===== src/hdl/lspp_pkg.sv =====
// Package for the scan packet parser: frame constants, angle constants and
// the status and write structs of the frame queue. No dependencies.
`default_nettype none

package lspp_pkg;

	// Frame format.
	localparam int POINTS_PER_FRAME = 12;
	localparam int HDR_LEN          = 11;
	localparam int BYTES_PER_POINT  = 3;
	localparam int START_OFF        = 4;
	localparam int FIRST_PT_OFF     = 6;
	localparam logic [7:0] HDR0     = 8'h54;
	localparam logic [7:0] HDR1     = 8'h2C;

	// Angle arithmetic: x / 100 == (x * DIV100_RECIP) >> DIV100_SHIFT for 16-bit x.
	localparam int CDEG_PER_DEG   = 100;
	localparam int FULL_DEG       = 360;
	localparam int TURN_CDEG      = 36000;
	localparam int DIV100_RECIP   = 167773;
	localparam int DIV100_SHIFT   = 24;

	// Result field widths.
	localparam int ANGLE_W = 16;
	localparam int DIST_W  = 16;
	localparam int QUAL_W  = 8;
	localparam int INDEX_W = 4;

	// Frame queue between the front and the back.
	localparam int QDEPTH = 2;
	localparam int QPTR_W = 1;
	localparam int QCNT_W = 2;

	typedef struct packed {
		logic push;
		logic bank;
	} qwr_t;

	typedef struct packed {
		logic              empty;
		logic              full;
		logic              head_bank;
		logic [QCNT_W-1:0] count;
	} qstat_t;

endpackage

`default_nettype wire


===== src/hdl/lspp_front.sv =====
// Front part of the scan packet parser: counts bytes into frames, checks the
// header and owns the two-bank frame memory. Depends on lspp_pkg.
`default_nettype none

module lspp_front #(
	parameter int POINTS_PER_FRAME = lspp_pkg::POINTS_PER_FRAME
) (
	input  wire logic                 clk,
	input  wire logic                 arst_n,
	input  wire logic                 push,
	input  wire logic [7:0]           rx_byte,
	output logic                      full,
	input  wire lspp_pkg::qstat_t     qstat,
	output lspp_pkg::qwr_t            qwr,
	input  wire logic                 rd_bank,
	input  wire logic [$clog2(11 + 3 * POINTS_PER_FRAME)-1:0] rd_off,
	output logic [7:0]                rd_data
);

	localparam int FRAME_LEN = lspp_pkg::HDR_LEN + lspp_pkg::BYTES_PER_POINT * POINTS_PER_FRAME;
	localparam int OFF_W     = $clog2(FRAME_LEN);
	localparam int MEM_DEPTH = 2 ** (OFF_W + 1);

	logic [OFF_W-1:0] off_q;
	logic             bank_q;
	logic             h0_q;
	logic             h1_q;
	logic             accept;
	logic             closing;
	logic [7:0]       mem_q [MEM_DEPTH];

	// A byte transaction completes when there is room for a new frame.
	assign full    = qstat.full;
	assign accept  = push && !qstat.full;
	assign closing = (off_q == OFF_W'(FRAME_LEN - 1));

	// A closing byte of a frame with a good header hands its bank to the back.
	assign qwr.push = accept && closing && h0_q && h1_q;
	assign qwr.bank = bank_q;

	// Byte counter and bank select.
	always_ff @(posedge clk or negedge arst_n) begin
		if (!arst_n) begin
			off_q  <= '0;
			bank_q <= 1'b0;
		end else if (accept) begin
			if (closing) begin
				off_q <= '0;
				if (h0_q && h1_q) begin
					bank_q <= ~bank_q;
				end
			end else begin
				off_q <= off_q + OFF_W'(1);
			end
		end
	end

	// Header flags, captured as the first two bytes arrive.
	always_ff @(posedge clk) begin
		if (accept && off_q == OFF_W'(0)) begin
			h0_q <= (rx_byte == lspp_pkg::HDR0);
		end
		if (accept && off_q == OFF_W'(1)) begin
			h1_q <= (rx_byte == lspp_pkg::HDR1);
		end
	end

	// Frame memory: written by the front, read by the back with registered data.
	always_ff @(posedge clk) begin
		if (accept) begin
			mem_q[{bank_q, off_q}] <= rx_byte;
		end
		rd_data <= mem_q[{rd_bank, rd_off}];
	end

endmodule

`default_nettype wire


===== src/hdl/lspp_fifo.sv =====
// Short queue of frame banks waiting for the back part of the parser.
// Depends on lspp_pkg.
`default_nettype none

module lspp_fifo (
	input  wire logic             clk,
	input  wire logic             arst_n,
	input  wire lspp_pkg::qwr_t   qwr,
	input  wire logic             pop,
	output lspp_pkg::qstat_t      qstat
);

	localparam int QD = lspp_pkg::QDEPTH;
	localparam int PW = lspp_pkg::QPTR_W;
	localparam int CW = lspp_pkg::QCNT_W;

	logic          bank_q [QD];
	logic [PW-1:0] wr_ptr_q;
	logic [PW-1:0] rd_ptr_q;
	logic [CW-1:0] count_q;
	logic          do_push;
	logic          do_pop;

	assign do_push = qwr.push && (count_q != CW'(QD));
	assign do_pop  = pop && (count_q != CW'(0));

	assign qstat.empty     = (count_q == CW'(0));
	assign qstat.full      = (count_q == CW'(QD));
	assign qstat.head_bank = bank_q[rd_ptr_q];
	assign qstat.count     = count_q;

	// Pointers and fill count.
	always_ff @(posedge clk or negedge arst_n) begin
		if (!arst_n) begin
			wr_ptr_q <= '0;
			rd_ptr_q <= '0;
			count_q  <= '0;
		end else begin
			if (do_push) begin
				wr_ptr_q <= (wr_ptr_q == PW'(QD - 1)) ? '0 : wr_ptr_q + PW'(1);
			end
			if (do_pop) begin
				rd_ptr_q <= (rd_ptr_q == PW'(QD - 1)) ? '0 : rd_ptr_q + PW'(1);
			end
			if (do_push && !do_pop) begin
				count_q <= count_q + CW'(1);
			end else if (do_pop && !do_push) begin
				count_q <= count_q - CW'(1);
			end
		end
	end

	// Entry storage.
	always_ff @(posedge clk) begin
		if (do_push) begin
			bank_q[wr_ptr_q] <= qwr.bank;
		end
	end

endmodule

`default_nettype wire


===== src/hdl/lspp_back.sv =====
// Back part of the scan packet parser: reads a queued frame, works out the
// angle sweep with a reciprocal multiplication and emits the points. Depends on lspp_pkg.
`default_nettype none

module lspp_back #(
	parameter int POINTS_PER_FRAME = lspp_pkg::POINTS_PER_FRAME
) (
	input  wire logic                 clk,
	input  wire logic                 arst_n,
	input  wire lspp_pkg::qstat_t     qstat,
	output logic                      pop_frame,
	output logic                      rd_bank,
	output logic [$clog2(11 + 3 * POINTS_PER_FRAME)-1:0] rd_off,
	input  wire logic [7:0]           rd_data,
	output logic                      empty,
	input  wire logic                 pop,
	output logic [lspp_pkg::ANGLE_W-1:0] angle_centideg,
	output logic [lspp_pkg::DIST_W-1:0]  distance_mm,
	output logic [lspp_pkg::QUAL_W-1:0]  quality,
	output logic [lspp_pkg::INDEX_W-1:0] point_index,
	output logic                      last_point
);

	localparam int FRAME_LEN = lspp_pkg::HDR_LEN + lspp_pkg::BYTES_PER_POINT * POINTS_PER_FRAME;
	localparam int OFF_W     = $clog2(FRAME_LEN);
	localparam int END_OFF   = lspp_pkg::FIRST_PT_OFF + lspp_pkg::BYTES_PER_POINT * POINTS_PER_FRAME;
	localparam int DEN       = POINTS_PER_FRAME - 1;
	localparam int DEN_W     = $clog2(DEN + 1);
	localparam int NW        = DEN_W + 17;
	localparam int IDX_W     = $clog2(POINTS_PER_FRAME);
	localparam int PROD_W    = 34;
	localparam int DEG_W     = 10;
	localparam int AW        = 19;
	// Reciprocal of the point step divisor: exact floor for any NW-bit dividend.
	localparam int     RK    = NW + DEN_W;
	localparam int     RP_W  = NW + RK;
	localparam longint RM    = ((longint'(1) << RK) + longint'(DEN) - 1) / longint'(DEN);

	localparam logic signed [AW-1:0] TurnS  = AW'(lspp_pkg::TURN_CDEG);
	localparam logic signed [AW-1:0] CdegS  = AW'(lspp_pkg::CDEG_PER_DEG);
	localparam logic signed [11:0]   FullS  = 12'(lspp_pkg::FULL_DEG);

	typedef enum logic [15:0] {
		S_IDLE  = 16'h0001,
		S_ST_LO = 16'h0002,
		S_ST_HI = 16'h0004,
		S_EN_LO = 16'h0008,
		S_EN_HI = 16'h0010,
		S_MUL_S = 16'h0020,
		S_MUL_E = 16'h0040,
		S_SPAN  = 16'h0080,
		S_DIV   = 16'h0100,
		S_REM   = 16'h0200,
		S_P0    = 16'h0400,
		S_P1    = 16'h0800,
		S_P2    = 16'h1000,
		S_P3    = 16'h2000,
		S_WRAP  = 16'h4000,
		S_EMIT  = 16'h8000
	} state_t;

	state_t state_q;
	state_t state_d;

	logic [7:0]              tmp_q;
	logic [15:0]             start_q;
	logic [15:0]             end_q;
	logic [DEG_W-1:0]        s_deg_q;
	logic [DEG_W-1:0]        e_deg_q;
	logic [15:0]             base_q;
	logic [NW-1:0]           num_q;
	logic [NW-1:0]           quo_q;
	logic [DEN_W-1:0]        rem_q;
	logic signed [AW-1:0]    q_acc_q;
	logic [DEN_W-1:0]        r_acc_q;
	logic [IDX_W-1:0]        idx_q;
	logic [OFF_W-1:0]        off_q;
	logic [7:0]              dlo_q;
	logic [15:0]             dist_q;
	logic [7:0]              qual_q;
	logic signed [AW-1:0]    ang_q;
	logic                    out_valid_q;

	logic [15:0]             mul_in;
	logic [PROD_W-1:0]       prod;
	logic signed [11:0]      span_raw;
	logic signed [11:0]      span_adj;
	logic signed [AW-1:0]    step_w;
	logic [NW-1:0]           num_w;
	logic [RP_W-1:0]         rprod;
	logic [NW-1:0]           rem_w;
	logic signed [AW-1:0]    qstep;
	logic [DEN_W:0]          r_sum;
	logic                    r_carry;
	logic                    is_last;
	logic                    out_free;
	logic                    emit;

	// Shared reciprocal multiplier for the whole-degree truncation.
	assign mul_in = (state_q == S_MUL_S) ? start_q : end_q;
	assign prod   = PROD_W'(mul_in) * PROD_W'(lspp_pkg::DIV100_RECIP);

	// Sweep span in degrees, wrapped once, and its value in hundredths.
	assign span_raw = $signed({2'b00, e_deg_q}) - $signed({2'b00, s_deg_q});
	assign span_adj = (span_raw < 0) ? span_raw + FullS : span_raw;
	assign step_w   = AW'(span_adj) * CdegS;
	// Offset by DEN * 2^16 so the division sees a non-negative dividend.
	assign num_w    = NW'(step_w) + (NW'(DEN) << 16);

	// Quotient by reciprocal multiplication, remainder in the cycle after, from the registered quotient.
	assign rprod    = RP_W'(num_q) * RP_W'(RM);
	assign rem_w    = num_q - quo_q * NW'(DEN);

	// Floor quotient per point step, with the dividend offset removed.
	assign qstep    = $signed(AW'(quo_q - (NW'(1) << 16)));
	assign r_sum    = {1'b0, r_acc_q} + {1'b0, rem_q};
	assign r_carry  = (r_sum >= (DEN_W + 1)'(DEN));

	assign is_last  = (idx_q == IDX_W'(POINTS_PER_FRAME - 1));
	assign out_free = !out_valid_q || pop;
	assign rd_bank  = qstat.head_bank;

	// Sequencer: next state, memory read offset and frame release.
	always_comb begin
		state_d   = state_q;
		rd_off    = '0;
		pop_frame = 1'b0;
		emit      = 1'b0;
		case (state_q)
			S_IDLE: begin
				if (!qstat.empty) begin
					state_d = S_ST_LO;
				end
			end
			S_ST_LO: begin
				rd_off  = OFF_W'(lspp_pkg::START_OFF);
				state_d = S_ST_HI;
			end
			S_ST_HI: begin
				rd_off  = OFF_W'(lspp_pkg::START_OFF + 1);
				state_d = S_EN_LO;
			end
			S_EN_LO: begin
				rd_off  = OFF_W'(END_OFF);
				state_d = S_EN_HI;
			end
			S_EN_HI: begin
				rd_off  = OFF_W'(END_OFF + 1);
				state_d = S_MUL_S;
			end
			S_MUL_S: state_d = S_MUL_E;
			S_MUL_E: state_d = S_SPAN;
			S_SPAN:  state_d = S_DIV;
			S_DIV:   state_d = S_REM;
			S_REM:   state_d = S_P0;
			S_P0: begin
				rd_off  = off_q;
				state_d = S_P1;
			end
			S_P1: begin
				rd_off  = off_q + OFF_W'(1);
				state_d = S_P2;
			end
			S_P2: begin
				rd_off  = off_q + OFF_W'(2);
				state_d = S_P3;
			end
			S_P3: state_d = S_WRAP;
			S_WRAP: begin
				if (ang_q >= 0 && ang_q < TurnS) begin
					state_d = S_EMIT;
				end
			end
			S_EMIT: begin
				if (out_free) begin
					emit = 1'b1;
					if (is_last) begin
						pop_frame = 1'b1;
						state_d   = S_IDLE;
					end else begin
						state_d = S_P0;
					end
				end
			end
			default: state_d = S_IDLE;
		endcase
	end

	// Control registers.
	always_ff @(posedge clk or negedge arst_n) begin
		if (!arst_n) begin
			state_q     <= S_IDLE;
			out_valid_q <= 1'b0;
		end else begin
			state_q <= state_d;
			if (emit) begin
				out_valid_q <= 1'b1;
			end else if (pop) begin
				out_valid_q <= 1'b0;
			end
		end
	end

	// Datapath registers, loaded as the sequencer passes through its states.
	always_ff @(posedge clk) begin
		case (state_q)
			S_ST_HI: tmp_q   <= rd_data;
			S_EN_LO: start_q <= {rd_data, tmp_q};
			S_EN_HI: tmp_q   <= rd_data;
			S_MUL_S: begin
				end_q   <= {rd_data, tmp_q};
				s_deg_q <= prod[lspp_pkg::DIV100_SHIFT +: DEG_W];
			end
			S_MUL_E: e_deg_q <= prod[lspp_pkg::DIV100_SHIFT +: DEG_W];
			S_SPAN: begin
				num_q  <= num_w;
				base_q <= 16'(17'(s_deg_q) * 17'(lspp_pkg::CDEG_PER_DEG));
			end
			S_DIV: quo_q <= rprod[RK +: NW];
			S_REM: begin
				rem_q   <= rem_w[DEN_W-1:0];
				q_acc_q <= '0;
				r_acc_q <= '0;
				idx_q   <= '0;
				off_q   <= OFF_W'(lspp_pkg::FIRST_PT_OFF);
			end
			S_P1: dlo_q  <= rd_data;
			S_P2: dist_q <= {rd_data, dlo_q};
			S_P3: begin
				qual_q <= rd_data;
				ang_q  <= $signed({3'b000, base_q}) + q_acc_q;
			end
			S_WRAP: begin
				if (ang_q < 0) begin
					ang_q <= ang_q + TurnS;
				end else if (ang_q >= TurnS) begin
					ang_q <= ang_q - TurnS;
				end
			end
			S_EMIT: begin
				if (out_free) begin
					if (r_carry) begin
						r_acc_q <= DEN_W'(r_sum - (DEN_W + 1)'(DEN));
						q_acc_q <= q_acc_q + qstep + AW'(1);
					end else begin
						r_acc_q <= r_sum[DEN_W-1:0];
						q_acc_q <= q_acc_q + qstep;
					end
					idx_q <= idx_q + IDX_W'(1);
					off_q <= off_q + OFF_W'(lspp_pkg::BYTES_PER_POINT);
				end
			end
			default: ;
		endcase
	end

	// Result register.
	always_ff @(posedge clk) begin
		if (emit) begin
			angle_centideg <= ang_q[lspp_pkg::ANGLE_W-1:0];
			distance_mm    <= dist_q;
			quality        <= qual_q;
			point_index    <= lspp_pkg::INDEX_W'(idx_q);
			last_point     <= is_last;
		end
	end

	assign empty = !out_valid_q;

endmodule

`default_nettype wire


===== src/hdl/lidar_scan_packet_parser.sv =====
// Top level of the scan packet parser: front, frame queue and back.
// Depends on lspp_pkg, lspp_front, lspp_fifo and lspp_back.
`default_nettype none

// The parser takes one byte per cycle while full is low and cuts the stream into
// fixed frames of 11 + 3 * POINTS_PER_FRAME bytes with no resynchronization. A
// frame that starts with 0x54 0x2C yields POINTS_PER_FRAME point results; any
// other frame is dropped. The frame memory has two banks, so full rises only
// after two good frames wait for the back part, and then only until the older
// one is done. After its closing byte a frame goes through setup: four reads for
// the start and end angles, two reciprocal multiplications for whole degrees,
// the span, and the reciprocal division of the angle step with its remainder.
// Then each point takes three reads of the single memory read port, wrap steps
// into one turn and the output load, held back while a result waits for pop.
// The memory needs no clearing pass: every entry is written before it is read.

module lidar_scan_packet_parser #(
	parameter int POINTS_PER_FRAME = lspp_pkg::POINTS_PER_FRAME
) (
	input  wire logic                        clk,
	input  wire logic                        arst_n,
	input  wire logic                        push,
	output logic                             full,
	input  wire logic [7:0]                  rx_byte,
	output logic                             empty,
	input  wire logic                        pop,
	output logic [lspp_pkg::ANGLE_W-1:0]     angle_centideg,
	output logic [lspp_pkg::DIST_W-1:0]      distance_mm,
	output logic [lspp_pkg::QUAL_W-1:0]      quality,
	output logic [lspp_pkg::INDEX_W-1:0]     point_index,
	output logic                             last_point
);

	localparam int FRAME_LEN = lspp_pkg::HDR_LEN + lspp_pkg::BYTES_PER_POINT * POINTS_PER_FRAME;
	localparam int OFF_W     = $clog2(FRAME_LEN);

	lspp_pkg::qstat_t qstat;
	lspp_pkg::qwr_t   qwr;
	logic             pop_frame;
	logic             rd_bank;
	logic [OFF_W-1:0] rd_off;
	logic [7:0]       rd_data;

	lspp_front #(
		.POINTS_PER_FRAME(POINTS_PER_FRAME)
	) u_front (
		.clk     (clk),
		.arst_n  (arst_n),
		.push    (push),
		.rx_byte (rx_byte),
		.full    (full),
		.qstat   (qstat),
		.qwr     (qwr),
		.rd_bank (rd_bank),
		.rd_off  (rd_off),
		.rd_data (rd_data)
	);

	lspp_fifo u_fifo (
		.clk    (clk),
		.arst_n (arst_n),
		.qwr    (qwr),
		.pop    (pop_frame),
		.qstat  (qstat)
	);

	lspp_back #(
		.POINTS_PER_FRAME(POINTS_PER_FRAME)
	) u_back (
		.clk            (clk),
		.arst_n         (arst_n),
		.qstat          (qstat),
		.pop_frame      (pop_frame),
		.rd_bank        (rd_bank),
		.rd_off         (rd_off),
		.rd_data        (rd_data),
		.empty          (empty),
		.pop            (pop),
		.angle_centideg (angle_centideg),
		.distance_mm    (distance_mm),
		.quality        (quality),
		.point_index    (point_index),
		.last_point     (last_point)
	);

	// A waiting result always carries a wrapped angle.
	a_angle_range: assert property (@(posedge clk) disable iff (!arst_n)
		!empty |-> angle_centideg < lspp_pkg::ANGLE_W'(lspp_pkg::TURN_CDEG))
		else $error("angle out of range");

	// The closing point of a frame carries the last index.
	a_last_index: assert property (@(posedge clk) disable iff (!arst_n)
		(!empty && last_point) |->
			point_index == lspp_pkg::INDEX_W'(POINTS_PER_FRAME - 1))
		else $error("last point with wrong index");

	// The frame queue never holds more frames than there are banks.
	a_queue_bound: assert property (@(posedge clk) disable iff (!arst_n)
		qstat.count <= lspp_pkg::QCNT_W'(lspp_pkg::QDEPTH))
		else $error("frame queue overflow");

	// A frame is released only while one is queued.
	a_release: assert property (@(posedge clk) disable iff (!arst_n)
		pop_frame |-> !qstat.empty)
		else $error("frame released from empty queue");

endmodule

`default_nettype wire

===== config.mk =====
export PLATFORM = sky130hd
export DESIGN_NAME = lidar_scan_packet_parser
export DESIGN_NICKNAME = d
export VERILOG_FILES = /design/src/hdl/lspp_pkg.sv /design/src/hdl/lspp_front.sv /design/src/hdl/lspp_fifo.sv /design/src/hdl/lspp_back.sv /design/src/hdl/lidar_scan_packet_parser.sv
export SDC_FILE = /design/constraint.sdc
export NUM_CORES = 2
export LEC_CHECK = 0
export BUFFER_PORTS_ARGS = -buffer_cell sky130_fd_sc_hd__buf_2
export CAP_MARGIN = 20
export CELL_PAD_IN_SITES_DETAIL_PLACEMENT = 1
export CELL_PAD_IN_SITES_GLOBAL_PLACEMENT = 2
export CORE_MARGIN = 4
export CORE_UTILIZATION = 44
export DETAILED_ROUTE_END_ITERATION = 8
export HOLD_SLACK_MARGIN = 0.03
export MAX_ROUTING_LAYER = met4
export PLACE_DENSITY = 0.81
export SLEW_MARGIN = 0
export SYNTH_ARGS = -nofsm -noshare
export SYNTH_HDL_FRONTEND = slang
export SYNTH_HIERARCHICAL = 1
export SYNTH_SLANG_ARGS = --single-unit

===== constraint.sdc =====
create_clock -name clk -period 13.58 [get_ports clk]
set_input_delay 2.716 -clock clk [delete_from_list [all_inputs] [get_ports clk]]
set_output_delay 2.716 -clock clk [all_outputs]
set_load 0.05 [all_outputs]

After elaboration in Yosys (flattened, before gate mapping):

Memory sizes are Yosys's and may differ from the RTL's. A register that Yosys moved wholly into a read port is not among the register bits.
Index checks and enable logic that the tools add are counted.

* register bits: 276
* bits in latches: 0
* memory bits (writable): 1026
* ROM bits: 0
* input bits: 12
* output and inout bits: 47
* word-level logic and storage cells: 159
* memories: 2

* $add $sub $neg: 21
* multiply operators: 5
* div/mod/pow operators: 0
* order comparisons: 6
* equal/unequal tests: 27
* shift-type cells: 0
* multiplexer cells: 37
* bitwise gates (word level): 1
* reductions and logical operators: 29

Memory list
* u_front.mem_q: depth 128, width 8, read ports 1, clocked after memory_dff 1, write ports 1, line lspp_front.sv:30 `logic [7:0] mem_q [MEM_DEPTH];`
* u_fifo.bank_q: depth 2, width 1, read ports 1, clocked after memory_dff 0, write ports 1, line lspp_fifo.sv:17 `logic bank_q [QD];`

Operators by type and width (number)
* 16-bit case mux with 16 select lines: 1
* 19-bit 2-to-1 mux: 4
* 19-bit case mux with 2 select lines: 2
* 16-bit 2-to-1 mux: 4
* 21-bit by 22-bit multiplier with 43-bit output (second input constant): 1
* 6-bit case mux with 7 select lines: 1
* 16-bit by 18-bit multiplier with 34-bit output (second input constant): 1
* 19-bit by 21-bit adder with 21-bit output (second input constant): 1
* 17-bit by 19-bit adder with 19-bit output: 1
* 19-bit by 17-bit adder with 19-bit output (second input constant): 1
* 19-bit adder: 1
* 19-bit by 2-bit adder with 19-bit output (second input constant): 1
* 19-bit by 1-bit >= comparator with 1-bit output (second input constant): 1
* 19-bit by 17-bit >= comparator with 1-bit output (second input constant): 1
* 19-bit by 1-bit less-than comparator with 1-bit output (second input constant): 1
* 19-bit by 17-bit less-than comparator with 1-bit output (second input constant): 1
* 18-bit by 17-bit subtractor with 19-bit output (second input constant): 1
* 19-bit by 17-bit subtractor with 19-bit output (second input constant): 1
* 18-bit by 4-bit multiplier with 4-bit output (second input constant): 1
* 12-bit by 6-bit multiplier with 17-bit output (second input constant): 1
* 16-bit by 1-bit equality test with 1-bit output (second input constant): 1
* 16-bit by 10-bit equality test with 1-bit output (second input constant): 1
* 16-bit by 11-bit equality test with 1-bit output (second input constant): 1
* 16-bit by 12-bit equality test with 1-bit output (second input constant): 1
* other kinds (53): 95

Depth between registers and ports, before layout:

* word-level depth: 11
* mapped depth: 30
* gate-level depth less buffers: 27

Hierarchy:

The synthesis kept the hierarchy.

By module, submodules not included
* lspp_front: instances 1, cells an instance 1686, area an instance 40166.0 um^2, seq. area each 31144.9 um^2
* lspp_back: instances 1, cells an instance 2330, area an instance 25747.2 um^2, seq. area each 7723.7 um^2
* lspp_fifo: instances 1, cells an instance 22, area an instance 267.8 um^2, seq. area each 160.2 um^2

Worst setup path after synthesis:

OpenSTA, ideal clock, no wires.

* path type: reg-to-reg
* start: register u_back.state_q[8]
* end: register u_back.e_deg_q[9], data pin
* setup time: 0.273 ns
* arrival: 8.542 ns
* data required time: 13.307 ns
* path slack: 4.766 ns
* cell stages (with the launch flop): 24
* path buffers: 2
* clock period less this slack: 8.814 ns
* cell sequence: dfrtp_1 > nor4_1 > and4_1 > clkbuf_1 > buf_1 > mux2i_1 > inv_1 > fa_1 > inv_1 > fa_1 > fa_1 > fa_1 > fa_1 > fa_1 > ha_1 > a21o_1 > a221oi_1 > o21ai_0 > a221o_1 > o311ai_0 > a21boi_1 > o21a_1 > o41ai_1 > xnor2_1

* word-level cells in the longest chain between the ends: 3

Ends and longest elaborated chain
* start: declaration: line lspp_back.sv:62 `state_t state_q;`
* start signal: assignment: line lspp_back.sv:195 `state_q <= state_d;`
* 16-bit by 6-bit equality test with 1-bit output: line lspp_back.sv:100 `assign mul_in = (state_q == S_MUL_S) ? start_q : end_q;`
* 16-bit 2-to-1 mux: line lspp_back.sv:100
* 16-bit by 18-bit multiplier with 34-bit output: line lspp_back.sv:101 `assign prod = PROD_W'(mul_in) * PROD_W'(lspp_pkg::DIV100_RECIP);`
* net u_back.prod[33]: line lspp_back.sv:85 `logic [PROD_W-1:0] prod;`
* end signal: assignment: line lspp_back.sv:214 `S_MUL_E: e_deg_q <= prod[lspp_pkg::DIV100_SHIFT +: DEG_W];`
* end: declaration: line lspp_back.sv:69 `logic [DEG_W-1:0] e_deg_q;`

The timed path passes the listed nets, and every way through them passes these cells.
A chain may end at the register's enable or synchronous reset.

Worst setup path in the final report:

* start: register u_back.state_q[4]
* end: register u_back.e_deg_q[9], data pin

Same word-level chain as after synthesis.

==> reports/metrics.yaml <==
ir_worst_vdd_mv: 0.1312
n_fill_cell: 14299
power.internal_mw: 6.622
multi_input_area_um2: 25020
hold_viol: 0
io_buffer_count: 58
synthTopCellsByArea: "edfxtp_1, mux4_2, ha_1"
slew_viol_final: 0
synth_top_family_by_area: "adder cells"
min_period_ns: 9.033
grt_util_met2_pct: 33.43
postSynth.asyncResetShare_pct: 2.142
setup_tns_ns: 0
area_growth_pct: 10.70
power_mw: 8.542
critPathArrivalTime_ns: 9.52
holdBufCountCts: 0
synth_compound_area_share_pct: 3.025
final_area_um2: 73260
pre_cts_slack_ns: 4.422
avgSynthCellArea_um2: 16.39
busiest_layer: "met2"
cts_buffer_depth: 3
reg2reg_from: "u_back/state_q[4]"
drtPass1Iterations: 5
slew_headroom_pct: 25.26
ys_seq_area_share_pct: 58.97
rows: 142
synth_fa_ha_area_share_pct: 16.13
hold_path_class: "reg2reg"
synthCells: 4038
pwr-share-comb_pct: 4.8
total_leakage_power_nw: 26.56
setup_viol: 0
cts_root_buf: "clkbuf_16"
power_frac_clock_pct: 41.8
worst_pin_slew_ns: 1.121
fmax_mhz: 110.7
wl_mm: 156.1
synth_edf_count: 1271
vias_per_cell: 5.548
synth_seq_cells: 1307
synth_xor_area_share_pct: 2.049
critPathLaunchType: "flop"
power.density_nw_per_um2: 116.6
yosys.area_share.simple_pct: 4.407
gp_congestion: 0.8348
fin_nets: 4877
antenna_found_initial: 7
p_seq_share_pct: 53.4
switching_share_pct: 22.48
grt_pass1_vias: 37233
synthMuxAreaShare_pct: 12.00
chipWidth_um: 395.8
final_cell_count_no_fill: 6276
post-route-period-util_pct: 66.52
seqCellArea_um2: 39030
ios: 59
grt_pass1_wl_mm: 238.2
globalRouteTotalUtil_pct: 20.83
die_y_um: 395.8
die_area_um2: 156700
avgRoutedWirePerCell_um: 24.87
clock-skew-final_ns: 0.02955
cts_resized: 0
rsz0062_at_grt: "no"
yosys.area.top_type: "edfxtp_1"
numCtsBuffers: 133
cts_max_level: 4
remaining_drc_errors: 0
power.switching_mw: 1.920
crit_start: "u_back/state_q[4]"
maxCapViolations: 0
start_util_pct: 44.24
ys_warn_count: 6
gr-usage-met3_pct: 3.902
timing.hold.ws_ns: 0.4158
yosys.cell_types.count: 85
hold_start: "u_back/dist_q[7]"
synth_nets: 4763
required_ns: 14.07
worst_slack_ns: 4.547
final_common_cell: "edfxtp_1"
drive_gt1_share_pct: 16.17
vias: 34820
clk_latency_ns: 0.76
crit_fanout: 45
antenna_left: 0
grt-ovfl-total: 0
cts.sinks: 1307
dp_hpwl_mm: 108.1
cts_setup_buffers: 0
synth_top_area_share_pct: 57.67
dpl_cell_area_um2: 68920
path_clk_slew_ns: 0.06
first_iter_violations: 2730
final_cell_mix: "edfxtp_1, ha_1, inv_1, mux4_2, nor2_1"
end_kind: "flop"
synth_area_um2: 66180
crit_type: "reg2reg"
cts_tree: "yes"
fin_util_pct: 48.97
status: "finished clean"
grt_max_degree: 147
placed_cells: 6029
use_met1_pct: 27.86
ys.flop_type: "edfxtp_1"
core_area_um2: 149600
[registers in the layout, indices dropped and copies added, names as in the netlist, 14 cells and up]
| register | flops |
|---|---|
| u_front/mem_q | 1024 |
| u_back/ang_q | 19 |
| u_back/q_acc_q | 19 |
| u_back/num_q | 18 |
| u_back/quo_q | 18 |
| u_back/angle_centideg | 16 |
| u_back/dist_q | 16 |
| u_back/distance_mm | 16 |
| u_back/end_q | 16 |
| u_back/start_q | 16 |
| u_back/state_q | 16 |
| u_back/base_q | 14 |
[synthesized netlist by cell type, types with 28 or more instances]
library cell / number
ha_1: 479
nand2b_1: 28
nor3_1: 42
edfxtp_1: 1271
o21ai_0: 60
inv_1: 459
xor2_1: 66
a21o_1: 39
a21oi_1: 102
mux4_2: 336
fa_1: 234
nor2_1: 257
xnor2_1: 87
nand2_1: 84
clkbuf_1: 67
nand3_1: 41
[worst paths after layout]
kind	to	slack, ns	cells after the start
worst max-delay path	u_back/e_deg_q[9]	4.55	23
max in group asynchronous	u_back/state_q[4]	10.93	1
worst min-delay path	u_back/distance_mm[7]	0.42	0
min in group asynchronous	u_front/off_q[0]	2.06	1
worst max register to register	u_back/e_deg_q[9]	4.55	23
worst min register to register	u_back/distance_mm[7]	0.42	0
[per-layer routing]
layer	routed length, µm	part of all wire (%)
met1	65620	42
met4	3213	2.1
met5	0	0
met2	77430	50
met3	9810	6.3
[critical path, cell delays in order, from the launching register on]
cell	delay, ns
dfrtp_1	0.41
nor4_1	0.68
and4_2	0.35
buf_4	0.50
mux2i_1	0.77
fa_1	0.57
xnor2_1	0.30
inv_1	0.10
ha_1	0.20
nand2b_1	0.15
fa_1	0.48
fa_1	0.51
fa_1	0.51
fa_1	0.49
ha_1	0.33
a21o_1	0.19
a221oi_1	0.26
o21ai_0	0.18
a221o_1	0.33
o311ai_0	0.53
a21boi_1	0.19
o21a_1	0.25
o41ai_1	0.32
xnor2_1	0.14
[power by group through the flow]
stage	clock, mW	combinational, mW	sequential (mW)
after CTS	3.65	0.407	4.56
final	3.57	0.413	4.56
after detailed placement	0	0.405	4.64
after floorplan	0	0.220	4.60
after global placement	0	0.390	4.64
after global routing	3.84	0.433	4.56
[kinds of logic after synthesis]
| kind of cell | after synthesis |
|---|---|
| fa+ha+maj | 713 |
| simple gates | 600 |
| flops | 1307 |
| mux | 371 |
| xor+xnor | 154 |
| buf+inv | 581 |
| compound gates | 312 |
[final cells by class]
class	instances	area share, %
multi-input cells	2150	34.15
repair buffers	99	0.9462
flip-flops and latches	1307	53.27
diodes	4	0.01366
well taps	2016	3.443
inverters	461	2.362
clock buffers	183	4.953
clock inverters	56	0.8625
Note: power is estimated with default switching activity, not from simulation.
